### config.mk
export PLATFORM = sky130hd
export DESIGN_NAME = ack_retransmit_tracker_flat
export DESIGN_NICKNAME = d
export VERILOG_FILES = /design/src/sv/art_pkg.sv /design/src/sv/art_if.sv /design/src/sv/ack_retransmit_tracker.sv /design/src/flat_wrapper.sv
export SDC_FILE = /design/constraint.sdc
export NUM_CORES = 1
export LEC_CHECK = 0
export ABC_AREA = 1
export BUFFER_PORTS_ARGS = -buffer_cell sky130_fd_sc_hd__buf_2
export CORE_MARGIN = 2
export CORE_UTILIZATION = 50
export DETAILED_ROUTE_END_ITERATION = 7
export PLACE_DENSITY = 0.69
export SETUP_SLACK_MARGIN = 0.4
export SYNTH_ARGS = -nofsm -noshare
export SYNTH_HDL_FRONTEND = slang
export SYNTH_SLANG_ARGS = --single-unit
### constraint.sdc
create_clock -name clock -period 9.4 [get_ports clock]
set_clock_uncertainty 0.05 [all_clocks]
set_input_delay 0.94 -clock clock [delete_from_list [all_inputs] [get_ports clock]]
set_output_delay 0.94 -clock clock [all_outputs]
set_load 0.03 [all_outputs]
### src/sv/art_pkg.sv
`default_nettype none

package art_pkg;

   // Field widths of the channels.
   localparam int OP_W        = 2;
   localparam int SEQ_W       = 16;
   localparam int KIND_W      = 4;
   localparam int SLOT_W      = 4;
   localparam int RETRY_W     = 8;
   localparam int AGE_W       = 16;
   localparam int CSR_INDEX_W = 4;
   localparam int CSR_DATA_W  = 16;

   // Table depth default.
   localparam int SLOTS_DEFAULT = 16;

   // Operation codes.
   localparam logic [OP_W-1:0] OP_SEND    = 2'd0;
   localparam logic [OP_W-1:0] OP_CONFIRM = 2'd1;
   localparam logic [OP_W-1:0] OP_TICK    = 2'd2;
   localparam logic [OP_W-1:0] OP_UNUSED  = 2'd3;

   // Result kinds.
   localparam logic [KIND_W-1:0] KIND_ACCEPTED   = 4'd0;
   localparam logic [KIND_W-1:0] KIND_FULL       = 4'd1;
   localparam logic [KIND_W-1:0] KIND_CONFIRMED  = 4'd2;
   localparam logic [KIND_W-1:0] KIND_UNMATCHED  = 4'd3;
   localparam logic [KIND_W-1:0] KIND_RETRANSMIT = 4'd4;
   localparam logic [KIND_W-1:0] KIND_BYE_DONE   = 4'd5;
   localparam logic [KIND_W-1:0] KIND_BYE_FAILED = 4'd6;
   localparam logic [KIND_W-1:0] KIND_SCAN_DONE  = 4'd7;
   localparam logic [KIND_W-1:0] KIND_HALTED     = 4'd8;

   // Configuration register indexes and reset values.
   localparam logic [CSR_INDEX_W-1:0] CSR_TIMEOUT_TICKS = 4'd0;
   localparam logic [CSR_INDEX_W-1:0] CSR_MAX_RETRIES   = 4'd1;
   localparam logic [AGE_W-1:0]       TIMEOUT_RESET     = 16'd250;
   localparam logic [RETRY_W-1:0]     MAX_RETRIES_RESET = 8'd3;

   // One result as the sequencer produces it.
   typedef struct packed {
      logic [KIND_W-1:0]  kind;
      logic [SLOT_W-1:0]  slot;
      logic [SEQ_W-1:0]   seq_out;
      logic [RETRY_W-1:0] retry_count;
      logic               last;
   } result_type;

endpackage

`default_nettype wire

### src/sv/art_if.sv
`default_nettype none

interface art_req_if;
   import art_pkg::*;
   logic              valid;
   logic              ready;
   logic [OP_W-1:0]   op;
   logic [SEQ_W-1:0]  seq;
   logic              is_bye;
   modport source (output valid, op, seq, is_bye, input ready);
   modport sink   (input valid, op, seq, is_bye, output ready);
endinterface

interface art_rsp_if;
   import art_pkg::*;
   logic               valid;
   logic               ready;
   logic [KIND_W-1:0]  kind;
   logic [SLOT_W-1:0]  slot;
   logic [SEQ_W-1:0]   seq_out;
   logic [RETRY_W-1:0] retry_count;
   logic               last;
   modport source (output valid, kind, slot, seq_out, retry_count, last, input ready);
   modport sink   (input valid, kind, slot, seq_out, retry_count, last, output ready);
endinterface

interface art_csr_if;
   import art_pkg::*;
   logic                   valid;
   logic                   ready;
   logic [CSR_INDEX_W-1:0] index;
   logic [CSR_DATA_W-1:0]  data;
   modport source (output valid, index, data, input ready);
   modport sink   (input valid, index, data, output ready);
endinterface

`default_nettype wire

### src/sv/ack_retransmit_tracker.sv
// Channel   Port      Direction  Carries
// request   req_bus   in         op, seq, is_bye
// result    rsp_bus   out        kind, slot, seq_out, retry_count, last
// config    csr_bus   in         index, data (ready whenever reset is low)
//
// A send, confirm or tick walks the slots one per cycle, while no result stall
// holds it, through a single compare/increment unit, and a closing result
// follows when the walk reaches the end. A halted block answers with a single
// halted result and does not walk the slots.
// Reset is synchronous and clears the control state and the slot flags.
// A result waiting in the output register stalls the walk only when another
// result must be produced.
`default_nettype none

module ack_retransmit_tracker
   import art_pkg::*;
#(
   parameter int SLOTS = SLOTS_DEFAULT
) (
   input  wire logic clock,
   input  wire logic reset,
   art_req_if.sink   req_bus,
   art_rsp_if.source rsp_bus,
   art_csr_if.sink   csr_bus
);

   localparam int IW = (SLOTS > 1) ? $clog2(SLOTS) : 1;
   localparam logic [IW-1:0] LAST_IDX = IW'(SLOTS - 1);

   localparam logic [1:0] ST_IDLE  = 2'd0;
   localparam logic [1:0] ST_START = 2'd1;
   localparam logic [1:0] ST_SCAN  = 2'd2;
   localparam logic [1:0] ST_END   = 2'd3;

   logic [1:0]         state_ff, state_in;
   logic [IW-1:0]      idx_ff, idx_in;
   logic [OP_W-1:0]    op_ff;
   logic [SEQ_W-1:0]   seq_ff;
   logic               bye_ff;
   logic               halted_ff, halted_in;
   logic [AGE_W-1:0]   timeout_ff;
   logic [RETRY_W-1:0] max_retries_ff;
   logic [SLOTS-1:0]   pending_ff, pending_in;
   logic [SLOTS-1:0]   acked_ff, acked_in;
   logic [SLOTS-1:0]   byem_ff, byem_in;

   // Slot table payload; entries are read on every walk but used only after a send has written them.
   logic [SEQ_W-1:0]   seq_mem_ff [SLOTS];
   logic [AGE_W-1:0]   age_mem_ff [SLOTS];
   logic [RETRY_W-1:0] ret_mem_ff [SLOTS];
   logic [SEQ_W-1:0]   rd_seq_ff;
   logic [AGE_W-1:0]   rd_age_ff;
   logic [RETRY_W-1:0] rd_ret_ff;
   logic               rd_en;
   logic [IW-1:0]      rd_addr;
   logic               seq_we, age_we, ret_we;
   logic [AGE_W-1:0]   age_wdata;
   logic [RETRY_W-1:0] ret_wdata;

   logic               rsp_valid_ff, rsp_valid_in;
   result_type         rsp_ff;
   logic               emit;
   result_type         res;
   logic               free;
   logic               accept;

   logic [IW+SLOT_W-1:0] slot_wide;
   logic [SLOT_W-1:0]    cur_slot;
   logic                 cur_pend, cur_acked, cur_bye;
   logic [AGE_W-1:0]     age_inc;
   logic [RETRY_W-1:0]   ret_inc;

   // Neither input channel takes a transaction while reset is held.
   assign req_bus.ready = (state_ff == ST_IDLE) && !reset;
   assign accept        = req_bus.valid && req_bus.ready;
   assign csr_bus.ready = !reset;
   assign free          = !rsp_valid_ff || rsp_bus.ready;

   assign slot_wide = {{SLOT_W{1'b0}}, idx_ff};
   assign cur_slot  = slot_wide[SLOT_W-1:0];
   assign cur_pend  = pending_ff[idx_ff];
   assign cur_acked = acked_ff[idx_ff];
   assign cur_bye   = byem_ff[idx_ff];
   assign ret_inc   = rd_ret_ff + RETRY_W'(1);

   // The shared unit: aging a pending entry saturates at the top of the range.
   always_comb begin
      if (cur_pend && (rd_age_ff != {AGE_W{1'b1}})) begin
         age_inc = rd_age_ff + AGE_W'(1);
      end else begin
         age_inc = rd_age_ff;
      end
   end

   always_comb begin
      state_in   = state_ff;
      idx_in     = idx_ff;
      halted_in  = halted_ff;
      pending_in = pending_ff;
      acked_in   = acked_ff;
      byem_in    = byem_ff;
      rd_en      = 1'b0;
      rd_addr    = idx_ff;
      seq_we     = 1'b0;
      age_we     = 1'b0;
      ret_we     = 1'b0;
      age_wdata  = '0;
      ret_wdata  = '0;
      emit       = 1'b0;
      res        = '0;

      unique case (state_ff)
         ST_IDLE: begin
            if (accept) begin
               state_in = ST_START;
            end
         end
         ST_START: begin
            if (halted_ff) begin
               res.kind = KIND_HALTED;
               res.last = 1'b1;
               if (free) begin
                  emit     = 1'b1;
                  state_in = ST_IDLE;
               end
            end else if (op_ff == OP_UNUSED) begin
               state_in = ST_IDLE;
            end else begin
               rd_en    = 1'b1;
               rd_addr  = '0;
               idx_in   = '0;
               state_in = ST_SCAN;
            end
         end
         ST_SCAN: begin
            logic hit;
            logic stop;
            hit  = 1'b0;
            stop = 1'b0;
            res.slot = cur_slot;
            unique case (op_ff)
               OP_SEND: begin
                  hit             = !cur_pend;
                  stop            = hit;
                  res.kind        = KIND_ACCEPTED;
                  res.seq_out     = seq_ff;
                  res.last        = 1'b1;
               end
               OP_CONFIRM: begin
                  hit             = cur_pend && (rd_seq_ff == seq_ff);
                  stop            = hit;
                  res.kind        = KIND_CONFIRMED;
                  res.seq_out     = seq_ff;
                  res.retry_count = rd_ret_ff;
                  res.last        = 1'b1;
               end
               OP_TICK: begin
                  res.seq_out     = rd_seq_ff;
                  res.retry_count = rd_ret_ff;
                  if (cur_acked && cur_bye) begin
                     hit      = 1'b1;
                     stop     = 1'b1;
                     res.kind = KIND_BYE_DONE;
                     res.last = 1'b1;
                  end else if (cur_pend && cur_bye && (rd_ret_ff >= max_retries_ff)) begin
                     hit      = 1'b1;
                     stop     = 1'b1;
                     res.kind = KIND_BYE_FAILED;
                     res.last = 1'b1;
                  end else if (cur_pend && (age_inc >= timeout_ff)
                               && (rd_ret_ff < max_retries_ff)) begin
                     hit             = 1'b1;
                     res.kind        = KIND_RETRANSMIT;
                     res.retry_count = ret_inc;
                  end
               end
               default: begin
                  stop = 1'b1;
               end
            endcase

            if (!hit || free) begin
               emit = hit;
               if (stop) begin
                  state_in = ST_IDLE;
                  if (op_ff == OP_SEND && hit) begin
                     pending_in[idx_ff] = 1'b1;
                     acked_in[idx_ff]   = 1'b0;
                     byem_in[idx_ff]    = bye_ff;
                     seq_we             = 1'b1;
                     age_we             = 1'b1;
                     ret_we             = 1'b1;
                  end else if (op_ff == OP_CONFIRM && hit) begin
                     pending_in[idx_ff] = 1'b0;
                     acked_in[idx_ff]   = 1'b1;
                  end else if (op_ff == OP_TICK && hit) begin
                     halted_in = 1'b1;
                  end
               end else begin
                  if (op_ff == OP_TICK && cur_pend) begin
                     age_we = 1'b1;
                     if (hit) begin
                        ret_we    = 1'b1;
                        ret_wdata = ret_inc;
                     end else begin
                        age_wdata = age_inc;
                     end
                  end
                  if (idx_ff == LAST_IDX) begin
                     state_in = ST_END;
                  end else begin
                     idx_in   = idx_ff + IW'(1);
                     rd_en    = 1'b1;
                     rd_addr  = idx_in;
                  end
               end
            end
         end
         ST_END: begin
            res.last = 1'b1;
            if (op_ff == OP_SEND) begin
               res.kind    = KIND_FULL;
               res.seq_out = seq_ff;
            end else if (op_ff == OP_CONFIRM) begin
               res.kind    = KIND_UNMATCHED;
               res.seq_out = seq_ff;
            end else begin
               res.kind    = KIND_SCAN_DONE;
            end
            if (free) begin
               emit     = 1'b1;
               state_in = ST_IDLE;
            end
         end
         default: begin
            state_in = ST_IDLE;
         end
      endcase
   end

   always_comb begin
      if (emit) begin
         rsp_valid_in = 1'b1;
      end else if (rsp_bus.ready) begin
         rsp_valid_in = 1'b0;
      end else begin
         rsp_valid_in = rsp_valid_ff;
      end
   end

   always_ff @(posedge clock) begin
      if (reset) begin
         state_ff       <= ST_IDLE;
         idx_ff         <= '0;
         halted_ff      <= 1'b0;
         pending_ff     <= '0;
         acked_ff       <= '0;
         byem_ff        <= '0;
         rsp_valid_ff   <= 1'b0;
         timeout_ff     <= TIMEOUT_RESET;
         max_retries_ff <= MAX_RETRIES_RESET;
      end else begin
         state_ff     <= state_in;
         idx_ff       <= idx_in;
         halted_ff    <= halted_in;
         pending_ff   <= pending_in;
         acked_ff     <= acked_in;
         byem_ff      <= byem_in;
         rsp_valid_ff <= rsp_valid_in;
         if (csr_bus.valid && csr_bus.ready) begin
            if (csr_bus.index == CSR_TIMEOUT_TICKS) begin
               timeout_ff <= csr_bus.data;
            end else if (csr_bus.index == CSR_MAX_RETRIES) begin
               max_retries_ff <= csr_bus.data[RETRY_W-1:0];
            end
         end
      end
   end

   always_ff @(posedge clock) begin
      if (accept) begin
         op_ff  <= req_bus.op;
         seq_ff <= req_bus.seq;
         bye_ff <= req_bus.is_bye;
      end
      if (emit) begin
         rsp_ff <= res;
      end
   end

   // Slot memories: one write at the current slot, one registered read.
   always_ff @(posedge clock) begin
      if (seq_we) begin
         seq_mem_ff[idx_ff] <= seq_ff;
      end
      if (age_we) begin
         age_mem_ff[idx_ff] <= age_wdata;
      end
      if (ret_we) begin
         ret_mem_ff[idx_ff] <= ret_wdata;
      end
      if (rd_en) begin
         rd_seq_ff <= seq_mem_ff[rd_addr];
         rd_age_ff <= age_mem_ff[rd_addr];
         rd_ret_ff <= ret_mem_ff[rd_addr];
      end
   end

   assign rsp_bus.valid       = rsp_valid_ff;
   assign rsp_bus.kind        = rsp_ff.kind;
   assign rsp_bus.slot        = rsp_ff.slot;
   assign rsp_bus.seq_out     = rsp_ff.seq_out;
   assign rsp_bus.retry_count = rsp_ff.retry_count;
   assign rsp_bus.last        = rsp_ff.last;

endmodule

`default_nettype wire

### src/flat_wrapper.sv
// flat-port wrapper written by rule: the top's interface ports become plain ports
module ack_retransmit_tracker_flat import art_pkg::*;
#(
   parameter int SLOTS = SLOTS_DEFAULT
)
  (clock, reset, req_bus_valid, req_bus_op, req_bus_seq, req_bus_is_bye, req_bus_ready, rsp_bus_valid, rsp_bus_kind, rsp_bus_slot, rsp_bus_seq_out, rsp_bus_retry_count, rsp_bus_last, rsp_bus_ready, csr_bus_valid, csr_bus_index, csr_bus_data, csr_bus_ready);
  art_req_if req_bus_i ();
  art_rsp_if rsp_bus_i ();
  art_csr_if csr_bus_i ();
  input  wire logic clock;
  input  wire logic reset;
  input wire logic [$bits(req_bus_i.valid)-1:0] req_bus_valid;
  input wire logic [$bits(req_bus_i.op)-1:0] req_bus_op;
  input wire logic [$bits(req_bus_i.seq)-1:0] req_bus_seq;
  input wire logic [$bits(req_bus_i.is_bye)-1:0] req_bus_is_bye;
  output wire logic [$bits(req_bus_i.ready)-1:0] req_bus_ready;
  output wire logic [$bits(rsp_bus_i.valid)-1:0] rsp_bus_valid;
  output wire logic [$bits(rsp_bus_i.kind)-1:0] rsp_bus_kind;
  output wire logic [$bits(rsp_bus_i.slot)-1:0] rsp_bus_slot;
  output wire logic [$bits(rsp_bus_i.seq_out)-1:0] rsp_bus_seq_out;
  output wire logic [$bits(rsp_bus_i.retry_count)-1:0] rsp_bus_retry_count;
  output wire logic [$bits(rsp_bus_i.last)-1:0] rsp_bus_last;
  input wire logic [$bits(rsp_bus_i.ready)-1:0] rsp_bus_ready;
  input wire logic [$bits(csr_bus_i.valid)-1:0] csr_bus_valid;
  input wire logic [$bits(csr_bus_i.index)-1:0] csr_bus_index;
  input wire logic [$bits(csr_bus_i.data)-1:0] csr_bus_data;
  output wire logic [$bits(csr_bus_i.ready)-1:0] csr_bus_ready;
  assign req_bus_i.valid = req_bus_valid;
  assign req_bus_i.op = req_bus_op;
  assign req_bus_i.seq = req_bus_seq;
  assign req_bus_i.is_bye = req_bus_is_bye;
  assign req_bus_ready = req_bus_i.ready;
  assign rsp_bus_valid = rsp_bus_i.valid;
  assign rsp_bus_kind = rsp_bus_i.kind;
  assign rsp_bus_slot = rsp_bus_i.slot;
  assign rsp_bus_seq_out = rsp_bus_i.seq_out;
  assign rsp_bus_retry_count = rsp_bus_i.retry_count;
  assign rsp_bus_last = rsp_bus_i.last;
  assign rsp_bus_i.ready = rsp_bus_ready;
  assign csr_bus_i.valid = csr_bus_valid;
  assign csr_bus_i.index = csr_bus_index;
  assign csr_bus_i.data = csr_bus_data;
  assign csr_bus_ready = csr_bus_i.ready;
  ack_retransmit_tracker #(.SLOTS(SLOTS)) u_core (.clock(clock), .reset(reset), .req_bus(req_bus_i), .rsp_bus(rsp_bus_i), .csr_bus(csr_bus_i));
endmodule
== Yosys cells after proc, flatten, opt, wreduce, memory -nomap -nowiden ==
Memories as Yosys holds them, arrays and structs flattened. A register that Yosys moved wholly into a read port is not among the register bits.
Index checks and enable logic that the tools add are counted.

* Equality and inequality tests: 13
* Mux-type cells: 97
* Bitwise logic cells: 8
* $add $sub $neg: 3
* Reduce and logical (&&, ||, !) cells: 33
* $lt $le $gt $ge: 5

{| class="wikitable"
|+ Operator list
! kind !! number
|-
| 2-to-1 mux 16 bit || 12
|-
| 2-to-1 mux 8 bit || 8
|-
| one-hot mux 16 bit (2 select lines) || 2
|-
| 2-to-1 mux 1 bit || 41
|-
| 2-to-1 mux 4 bit || 9
|-
| bitwise AND 16 bit || 2
|-
| bitwise OR 16 bit || 2
|-
| adder 16 x 1 -> 16 bit (second input constant) || 1
|-
| bitwise mux 16 bit || 1
|-
| == test 16 bit || 1
|-
| greater-or-equal comparator 16 bit || 1
|-
| != test 16 bit (second input constant) || 1
|-
| inverter 16 bit || 1
|-
| one-hot mux 4 bit (2 select lines) || 2
|-
| one-hot mux 8 bit (2 select lines) || 1
|-
| logical AND 1 bit || 15
|-
| 2-to-1 mux 2 bit || 7
|-
| binary-select mux 1 bit (select 4 bit) || 3
|-
| one-hot mux 1 bit (3 select lines) || 4
|-
| one-hot mux 4 bit (3 select lines) || 1
|-
| adder 8 x 1 -> 8 bit (second input constant) || 1
|-
| == test 2 bit (second input constant) || 4
|-
| greater-or-equal comparator 8 bit || 1
|-
| < comparator 8 bit || 1
|-
| other kinds (23) || 37
|}

* Register bits after elaboration: 132
* RAM bits: 640
* Memories kept: 3
* Output and inout bits: 36
* Input bits: 44

{| class="wikitable"
|+ Memory list
! name !! depth !! width !! read ports !! clocked after memory_dff !! wr ports !! RTL line !! source
|-
| u_core.age_mem_ff || 16 || 16 || 1 || 1 || 1 || ack_retransmit_tracker.sv:49 || <nowiki>logic [AGE_W-1:0] age_mem_ff [SLOTS];</nowiki>
|-
| u_core.seq_mem_ff || 16 || 16 || 1 || 1 || 1 || ack_retransmit_tracker.sv:48 || <nowiki>logic [SEQ_W-1:0] seq_mem_ff [SLOTS];</nowiki>
|-
| u_core.ret_mem_ff || 16 || 8 || 1 || 1 || 1 || ack_retransmit_tracker.sv:50 || <nowiki>logic [RETRY_W-1:0] ret_mem_ff [SLOTS];</nowiki>
|}

== Longest topological paths before layout ==
* Word-level depth: 19
* Mapped depth: 40
* Mapped depth without buffers: 37

== Worst setup path before layout ==
OpenSTA, ideal clock, no wires.

* Path type: register to register
* Start point: register u_core.idx_ff[1] (netlist: u_core.cur_slot[1])
* End point: register u_core.rd_age_ff[0], read port of u_core.age_mem_ff (enable)
* Library setup time: 0.451 ns
* Cell stages (with the launch flop): 31
* Setup slack: 3.586 ns
* Data arrival time: 5.314 ns
* Data required time: 8.899 ns
* Cell sequence: dfxtp_1 > buf_4 > inv_2 > buf_6 > nand3_1 > nand2_1 > nand2_1 > nand2_1 > inv_2 > nand2_2 > nand2_1 > inv_1 > nand3_1 > nor2_1 > inv_1 > nor3_1 > nand3_1 > nand3b_1 > xor2_1 > inv_1 > ha_1 > nand2_1 > or2_2 > nand2_1 > a21oi_1 > nand2_1 > nand3_1 > nand3_2 > nand3_4 > nand2_1 > a21oi_1

* Longest elaborated chain between the ends: 16
* Elaborated cells between the ends (all ways): 39
* Those cells by class: add/sub (1); order compare (1); eq/ne (1); mux (26); reduce/logical (10)

{| class="wikitable"
|+ Ends and longest elaborated chain
! what !! RTL line !! source
|-
| from (decl) || ack_retransmit_tracker.sv:36 || <nowiki>logic [IW-1:0] idx_ff, idx_in;</nowiki>
|-
| from (signal assigned) || ack_retransmit_tracker.sv:264 || <nowiki>idx_ff <= idx_in;</nowiki>
|-
| binary-select mux 1 bit (select 4 bit) || ack_retransmit_tracker.sv:81 || <nowiki>assign cur_pend = pending_ff[idx_ff];</nowiki>
|-
| 2-to-1 mux 1 bit (implied by the code) || ack_retransmit_tracker.sv:81 ||
|-
| logical AND 1 bit || ack_retransmit_tracker.sv:88 || <nowiki>if (cur_pend && (rd_age_ff != {AGE_W{1'b1}})) begin</nowiki>
|-
| 2-to-1 mux 16 bit || ack_retransmit_tracker.sv:88 ||
|-
| greater-or-equal comparator 16 bit || ack_retransmit_tracker.sv:170 || <nowiki>end else if (cur_pend && (age_inc >= timeout_ff)</nowiki>
|-
| logical AND 1 bit || ack_retransmit_tracker.sv:170 ||
|-
| logical AND 1 bit || ack_retransmit_tracker.sv:171 || <nowiki>&& (rd_ret_ff < max_retries_ff)) begin</nowiki>
|-
| 2-to-1 mux 1 bit || ack_retransmit_tracker.sv:170 ||
|-
| 2-to-1 mux 1 bit || ack_retransmit_tracker.sv:165 || <nowiki>end else if (cur_pend && cur_bye && (rd_ret_ff >= max_retries_ff)) begin</nowiki>
|-
| 2-to-1 mux 1 bit || ack_retransmit_tracker.sv:160 || <nowiki>if (cur_acked && cur_bye) begin</nowiki>
|-
| one-hot mux 1 bit (3 select lines) || ack_retransmit_tracker.sv:141 || <nowiki>unique case (op_ff)</nowiki>
|-
| 2-to-1 mux 1 bit || ack_retransmit_tracker.sv:112 || <nowiki>unique case (state_ff)</nowiki>
|-
| logical NOT 1 bit || ack_retransmit_tracker.sv:182 || <nowiki>if (!hit || free) begin</nowiki>
|-
| logical OR 1 bit || ack_retransmit_tracker.sv:182 ||
|-
| 2-to-1 mux 1 bit * || ack_retransmit_tracker.sv:182 ||
|-
| one-hot mux 1 bit (2 select lines) * || ack_retransmit_tracker.sv:112 ||
|-
| named net u_core.rd_en || ack_retransmit_tracker.sv:54 || <nowiki>logic rd_en;</nowiki>
|-
| to (decl) || ack_retransmit_tracker.sv:52 || <nowiki>logic [AGE_W-1:0] rd_age_ff;</nowiki>
|}

Mark *: on every way through the listed nets, which the timed path passes. The rest lies on a longest branch. The select of a mux whose other input is x is not followed.
A chain may end at the register's enable or synchronous reset.

== Final worst setup path ==
* Start point: register u_core.idx_ff[0] (netlist: u_core.cur_slot[0])
* End point: register u_core.rd_age_ff[11], read port of u_core.age_mem_ff (data pin)

* Longest elaborated chain between the ends: 16
* Elaborated cells between the ends (all ways): 39
* Those cells by class: add/sub (1); order compare (1); eq/ne (1); mux (26); reduce/logical (10)

{| class="wikitable"
|+ Ends and longest elaborated chain
! what !! RTL line
|-
| binary-select mux 1 bit (select 4 bit) || ack_retransmit_tracker.sv:81
|-
| 2-to-1 mux 1 bit (implied by the code) || ack_retransmit_tracker.sv:81
|-
| logical AND 1 bit || ack_retransmit_tracker.sv:88
|-
| 2-to-1 mux 16 bit || ack_retransmit_tracker.sv:88
|-
| greater-or-equal comparator 16 bit || ack_retransmit_tracker.sv:170
|-
| logical AND 1 bit || ack_retransmit_tracker.sv:170
|-
| logical AND 1 bit || ack_retransmit_tracker.sv:171
|-
| 2-to-1 mux 1 bit || ack_retransmit_tracker.sv:170
|-
| 2-to-1 mux 1 bit || ack_retransmit_tracker.sv:165
|-
| 2-to-1 mux 1 bit || ack_retransmit_tracker.sv:160
|-
| one-hot mux 1 bit (3 select lines) || ack_retransmit_tracker.sv:141
|-
| 2-to-1 mux 1 bit || ack_retransmit_tracker.sv:112
|-
| logical NOT 1 bit || ack_retransmit_tracker.sv:182
|-
| logical OR 1 bit || ack_retransmit_tracker.sv:182
|-
| 2-to-1 mux 4 bit or 2-to-1 mux 1 bit (tied branches) || n/a
|-
| one-hot mux 4 bit (2 select lines) or one-hot mux 1 bit (2 select lines) (tied branches) || ack_retransmit_tracker.sv:112
|}

Several ways; a longest one is shown, not always the timed one. The select of a mux whose other input is x is not followed.

==> impl_metrics.yaml <==
status:
  run_status: "complete, no violations"
clock_tree:
  cts_max_level: 3
  ctsHoldBuffers: 0
  cts_tree: "done"
  clk_latency_ns: 0.66
  cts_root_buf: "clkbuf_16"
  cts_setup_buffers: 0
  path_clk_slew_ns: 0.06
  cts_buffers: 86
  cts_buffer_depth: 3
  cts_resized: 0
  cts.sinks: 812
synthesis:
  synth-seq-cells: 812
  yosysTopAreaCellShare: 0.5986
  yosysSeqAreaShare: 0.6422
  netlist_area_mm2: 0.03672
  yosys_warnings: 0
  synthTopCellsByArea: "edfxtp_1 (60%), nand3_1 (10%), nand2_1 (8.2%)"
  syn_inst: 3676
  postSynthAreaPerCell_um2: 9.990
  synthDistinctLibCells: 42
  yosysTopAreaCell: "edfxtp_1"
  synthesis.nets: 3759
floorplanning:
  start_util: 0.5042
  io_pins: 80
  rows: 99
  die-area_mm2: 0.07563
  die_width_um: 275.0
  fp.dieH_um: 275.0
  core_mm2: 0.07283
cells_and_area:
  seqCellArea_mm2: 0.02358
  utilization: 0.5587
  multi_input_area_mm2: 0.01006
  nets: 3787
  nFillCells: 6181
  diodes: 0
  drive_above_1_share: 0.08869
  area_growth_pct: 10.82
grt:
  grt_max_degree: 190
  antenna_found_initial: 0
  gr-total-overflow: 0
  grt_pass1_wl_um: 147000
  grt_pass1_vias: 24780
  track_usage: 0.2566
routing:
  wl_met3_um: 8742
  firstDrtPassIters: 5
  met2_wirelength_um: 45660
  wl_per_cell_um: 20.45
  ant_nets: 0
  drt_iter0_markers: 3163
  wirelength_um: 96860
  drc: 0
  top_layer: "met4"
  route.vias.total: 26170
  viasPerCell: 5.526
  wl_met1_um: 39120
timing:
  timing.final.crit_share: 0.8390
  relSlewSlack: 0.1329
  min_period_ns: 7.887
  fmax_mhz: 126.8
  hold_viol_final: 0
  tightest_slew_ns: 1.299
  timing.setup.tns_ns: 0
  rsz0062_at_grt: "no"
  setup_violations: 0
  fin_ws_ns: 1.513
  slew_violations: 0
setup_path:
  worstReg2RegStart: "u_core.cur_slot[0]"
  cpPeakStageDelay_ns: 1.03
  required_ns: 9.77
  cp_max_fo: 158
  worst_path_most_repeated_cell: "nand2_1"
  critPathLaunch: "u_core.cur_slot[0]"
  crit_slowest_cell: "nand2_8"
  cp-start-kind: "flop"
  cp_data_arrival_time_ns: 8.25
  end_kind: "flop"
  critPathKind: "reg2reg"
pwr:
  p_total_w: 0.01383
  p_per_area_mw_per_mm2: 339.9
  p_leak_nw: 16.63
  pwr-share-seq: 0.317
  netSwitchingFraction: 0.4372
  pwr-share-comb: 0.442
  p_int_w: 0.007785
  ir_drop_uv: 748.9
  p_clk_frac: 0.241
  switchingPower_w: 0.006047
place:
  port_buffers: 79
  gp_congestion: 0.8857
  hpwl_um: 53250
  dp_slack_ns: 1.686
flow_run:
  drv_cap: 0
hold_path:
  hold_path_startpoint: "u_core.timeout_ff[13]"
  hold_path.class: "reg2reg"
## final timing paths
path | endpoint | slack (ns) | depth (start not counted)
setup / recovery | u_core.rd_age_ff[11] | 1.51 | 36
hold / removal | u_core.timeout_ff[13] | 0.41 | 2
setup reg to reg | u_core.rd_age_ff[11] | 1.51 | 36
hold reg to reg | u_core.timeout_ff[13] | 0.41 | 2
## state kept, by name (all words and copies together), names as in the netlist, named ones only
name and flops:
u_core.age_mem_ff 256, u_core.seq_mem_ff 256, u_core.ret_mem_ff 128, u_core.byem_ff 16
u_core.rd_age_ff 16, u_core.rd_seq_ff 16, u_core.rsp_bus.seq_out 16, u_core.seq_ff 16
u_core.timeout_ff 16, u_core.max_retries_ff 8, u_core.rd_ret_ff 8, u_core.rsp_bus.retry_count 8
u_core.cur_slot 4, u_core.rsp_bus.kind 4, u_core.rsp_bus.slot 4, u_core.op_ff 2
u_core.state_ff 2, u_core.bye_ff 1, u_core.halted_ff 1, u_core.rsp_bus.last 1
u_core.rsp_bus.valid 1
## metrics by stage
step	instance area, µm²	hold WS, ns	cells
detailed placement	37900	0.4062	4575
finish	40700	0.4144	4736
global placement	37900	0.3972	4575
global route	40700	0.3969	4736
CTS	40700	0.3918	4736
floorplan	36720	0.3829	3676
## routing by layer
layer / track usage / vias to the layer above
li1: - / 12290
met1: 0.3529 / 12500
met2: 0.4109 / 1171
met3: 0.04015 / 207
met4: 0.1006 / 0
met5: 0 / -
## synth_stat cells
cell type,number
nor4_1,4
dfxtp_1,80
o22ai_1,9
nand3_1,761
nand2_4,1
a21oi_1,80
or4_1,1
ha_1,39
inv_1,569
o21ai_2,1
o32ai_1,4
a21oi_4,1
nand2_2,4
edfxtp_1,732
a211oi_1,9
buf_6,16
xor2_1,23
xnor2_1,2
buf_2,74
or2_2,5
inv_6,1
nor2_1,169
buf_4,25
nand4_1,4
o21a_1,1
a21oi_2,1
o211ai_1,14
o21ai_1,2
nor2_2,7
o311ai_0,1
o21ai_0,75
nand3b_1,43
inv_2,7
nand3_2,4
a31oi_1,6
nand2_1,803
clkbuf_1,71
buf_1,12
nor3_1,10
clkinv_1,3
nand3_4,1
a22oi_1,1
## critical path, delay by kind of cell (launching register included)
kind / cells / cell delay (ns)
AO/OA/AOI/OAI: 1 / 0.04
XOR/XNOR: 1 / 0.19
adder cells (fa/ha/maj): 1 / 0.30
buffers and inverters: 6 / 1.02
flip-flops: 1 / 0.94
AND/OR/NAND/NOR: 27 / 4.87
## cells by family after synthesis
logic type                 synth area share
and+or+nand+nor                      0.2194
DFF                                  0.6422
buffers and inverters               0.08801
AOI/OAI and AO/OA                   0.03118
adders and majority gates           0.01329
xor gates and xnor gates           0.005963
## final cells by class
cell class / instances / area share
clock buffer: 105 / 0.05617
clock inverter: 56 / 0.01242
inverter: 580 / 0.05362
multi-input combinational: 2086 / 0.2473
sequential: 812 / 0.5795
tap: 959 / 0.02948
timing repair buffer: 138 / 0.02152
## power by group through the flow
stage | Sequential, W | Combinational (W) | Clock (W)
after floorplan | 0.00439 | 0.00456 | 0
after global placement | 0.00446 | 0.00595 | 0
after detailed placement | 0.00446 | 0.00604 | 0
after CTS | 0.00439 | 0.00607 | 0.00337
after global routing | 0.00440 | 0.00674 | 0.00353
final | 0.00439 | 0.00611 | 0.00333
## cells in the final DEF (no fill, tap or decap), drive strengths merged
| cell type | netlist | layout |
|---|---|---|
| o22ai | 9 | 9 |
| xnor2 | 2 | 2 |
| nand3b | 43 | 43 |
| or2 | 5 | 5 |
| a31oi | 6 | 6 |
| nor4 | 4 | 4 |
| clkinv | 3 | 44 |
| ha | 39 | 39 |
| nand2 | 808 | 808 |
| o32ai | 4 | 4 |
| o211ai | 14 | 14 |
| xor2 | 23 | 23 |
| clkbuf | 71 | 105 |
| nor2 | 176 | 176 |
| dfxtp | 80 | 80 |
| nand3 | 766 | 766 |
| o21a | 1 | 1 |
| a22oi | 1 | 1 |
| or4 | 1 | 1 |
| a21oi | 82 | 82 |
| buf | 127 | 138 |
| o21ai | 78 | 78 |
| a211oi | 9 | 9 |
| inv | 577 | 582 |
| bufinv | 0 | 5 |
| nor3 | 10 | 10 |
| o311ai | 1 | 1 |
| nand4 | 4 | 4 |
| clkinvlp | 0 | 5 |
| edfxtp | 732 | 732 |
Note: power is estimated with default switching activity, not from simulation.
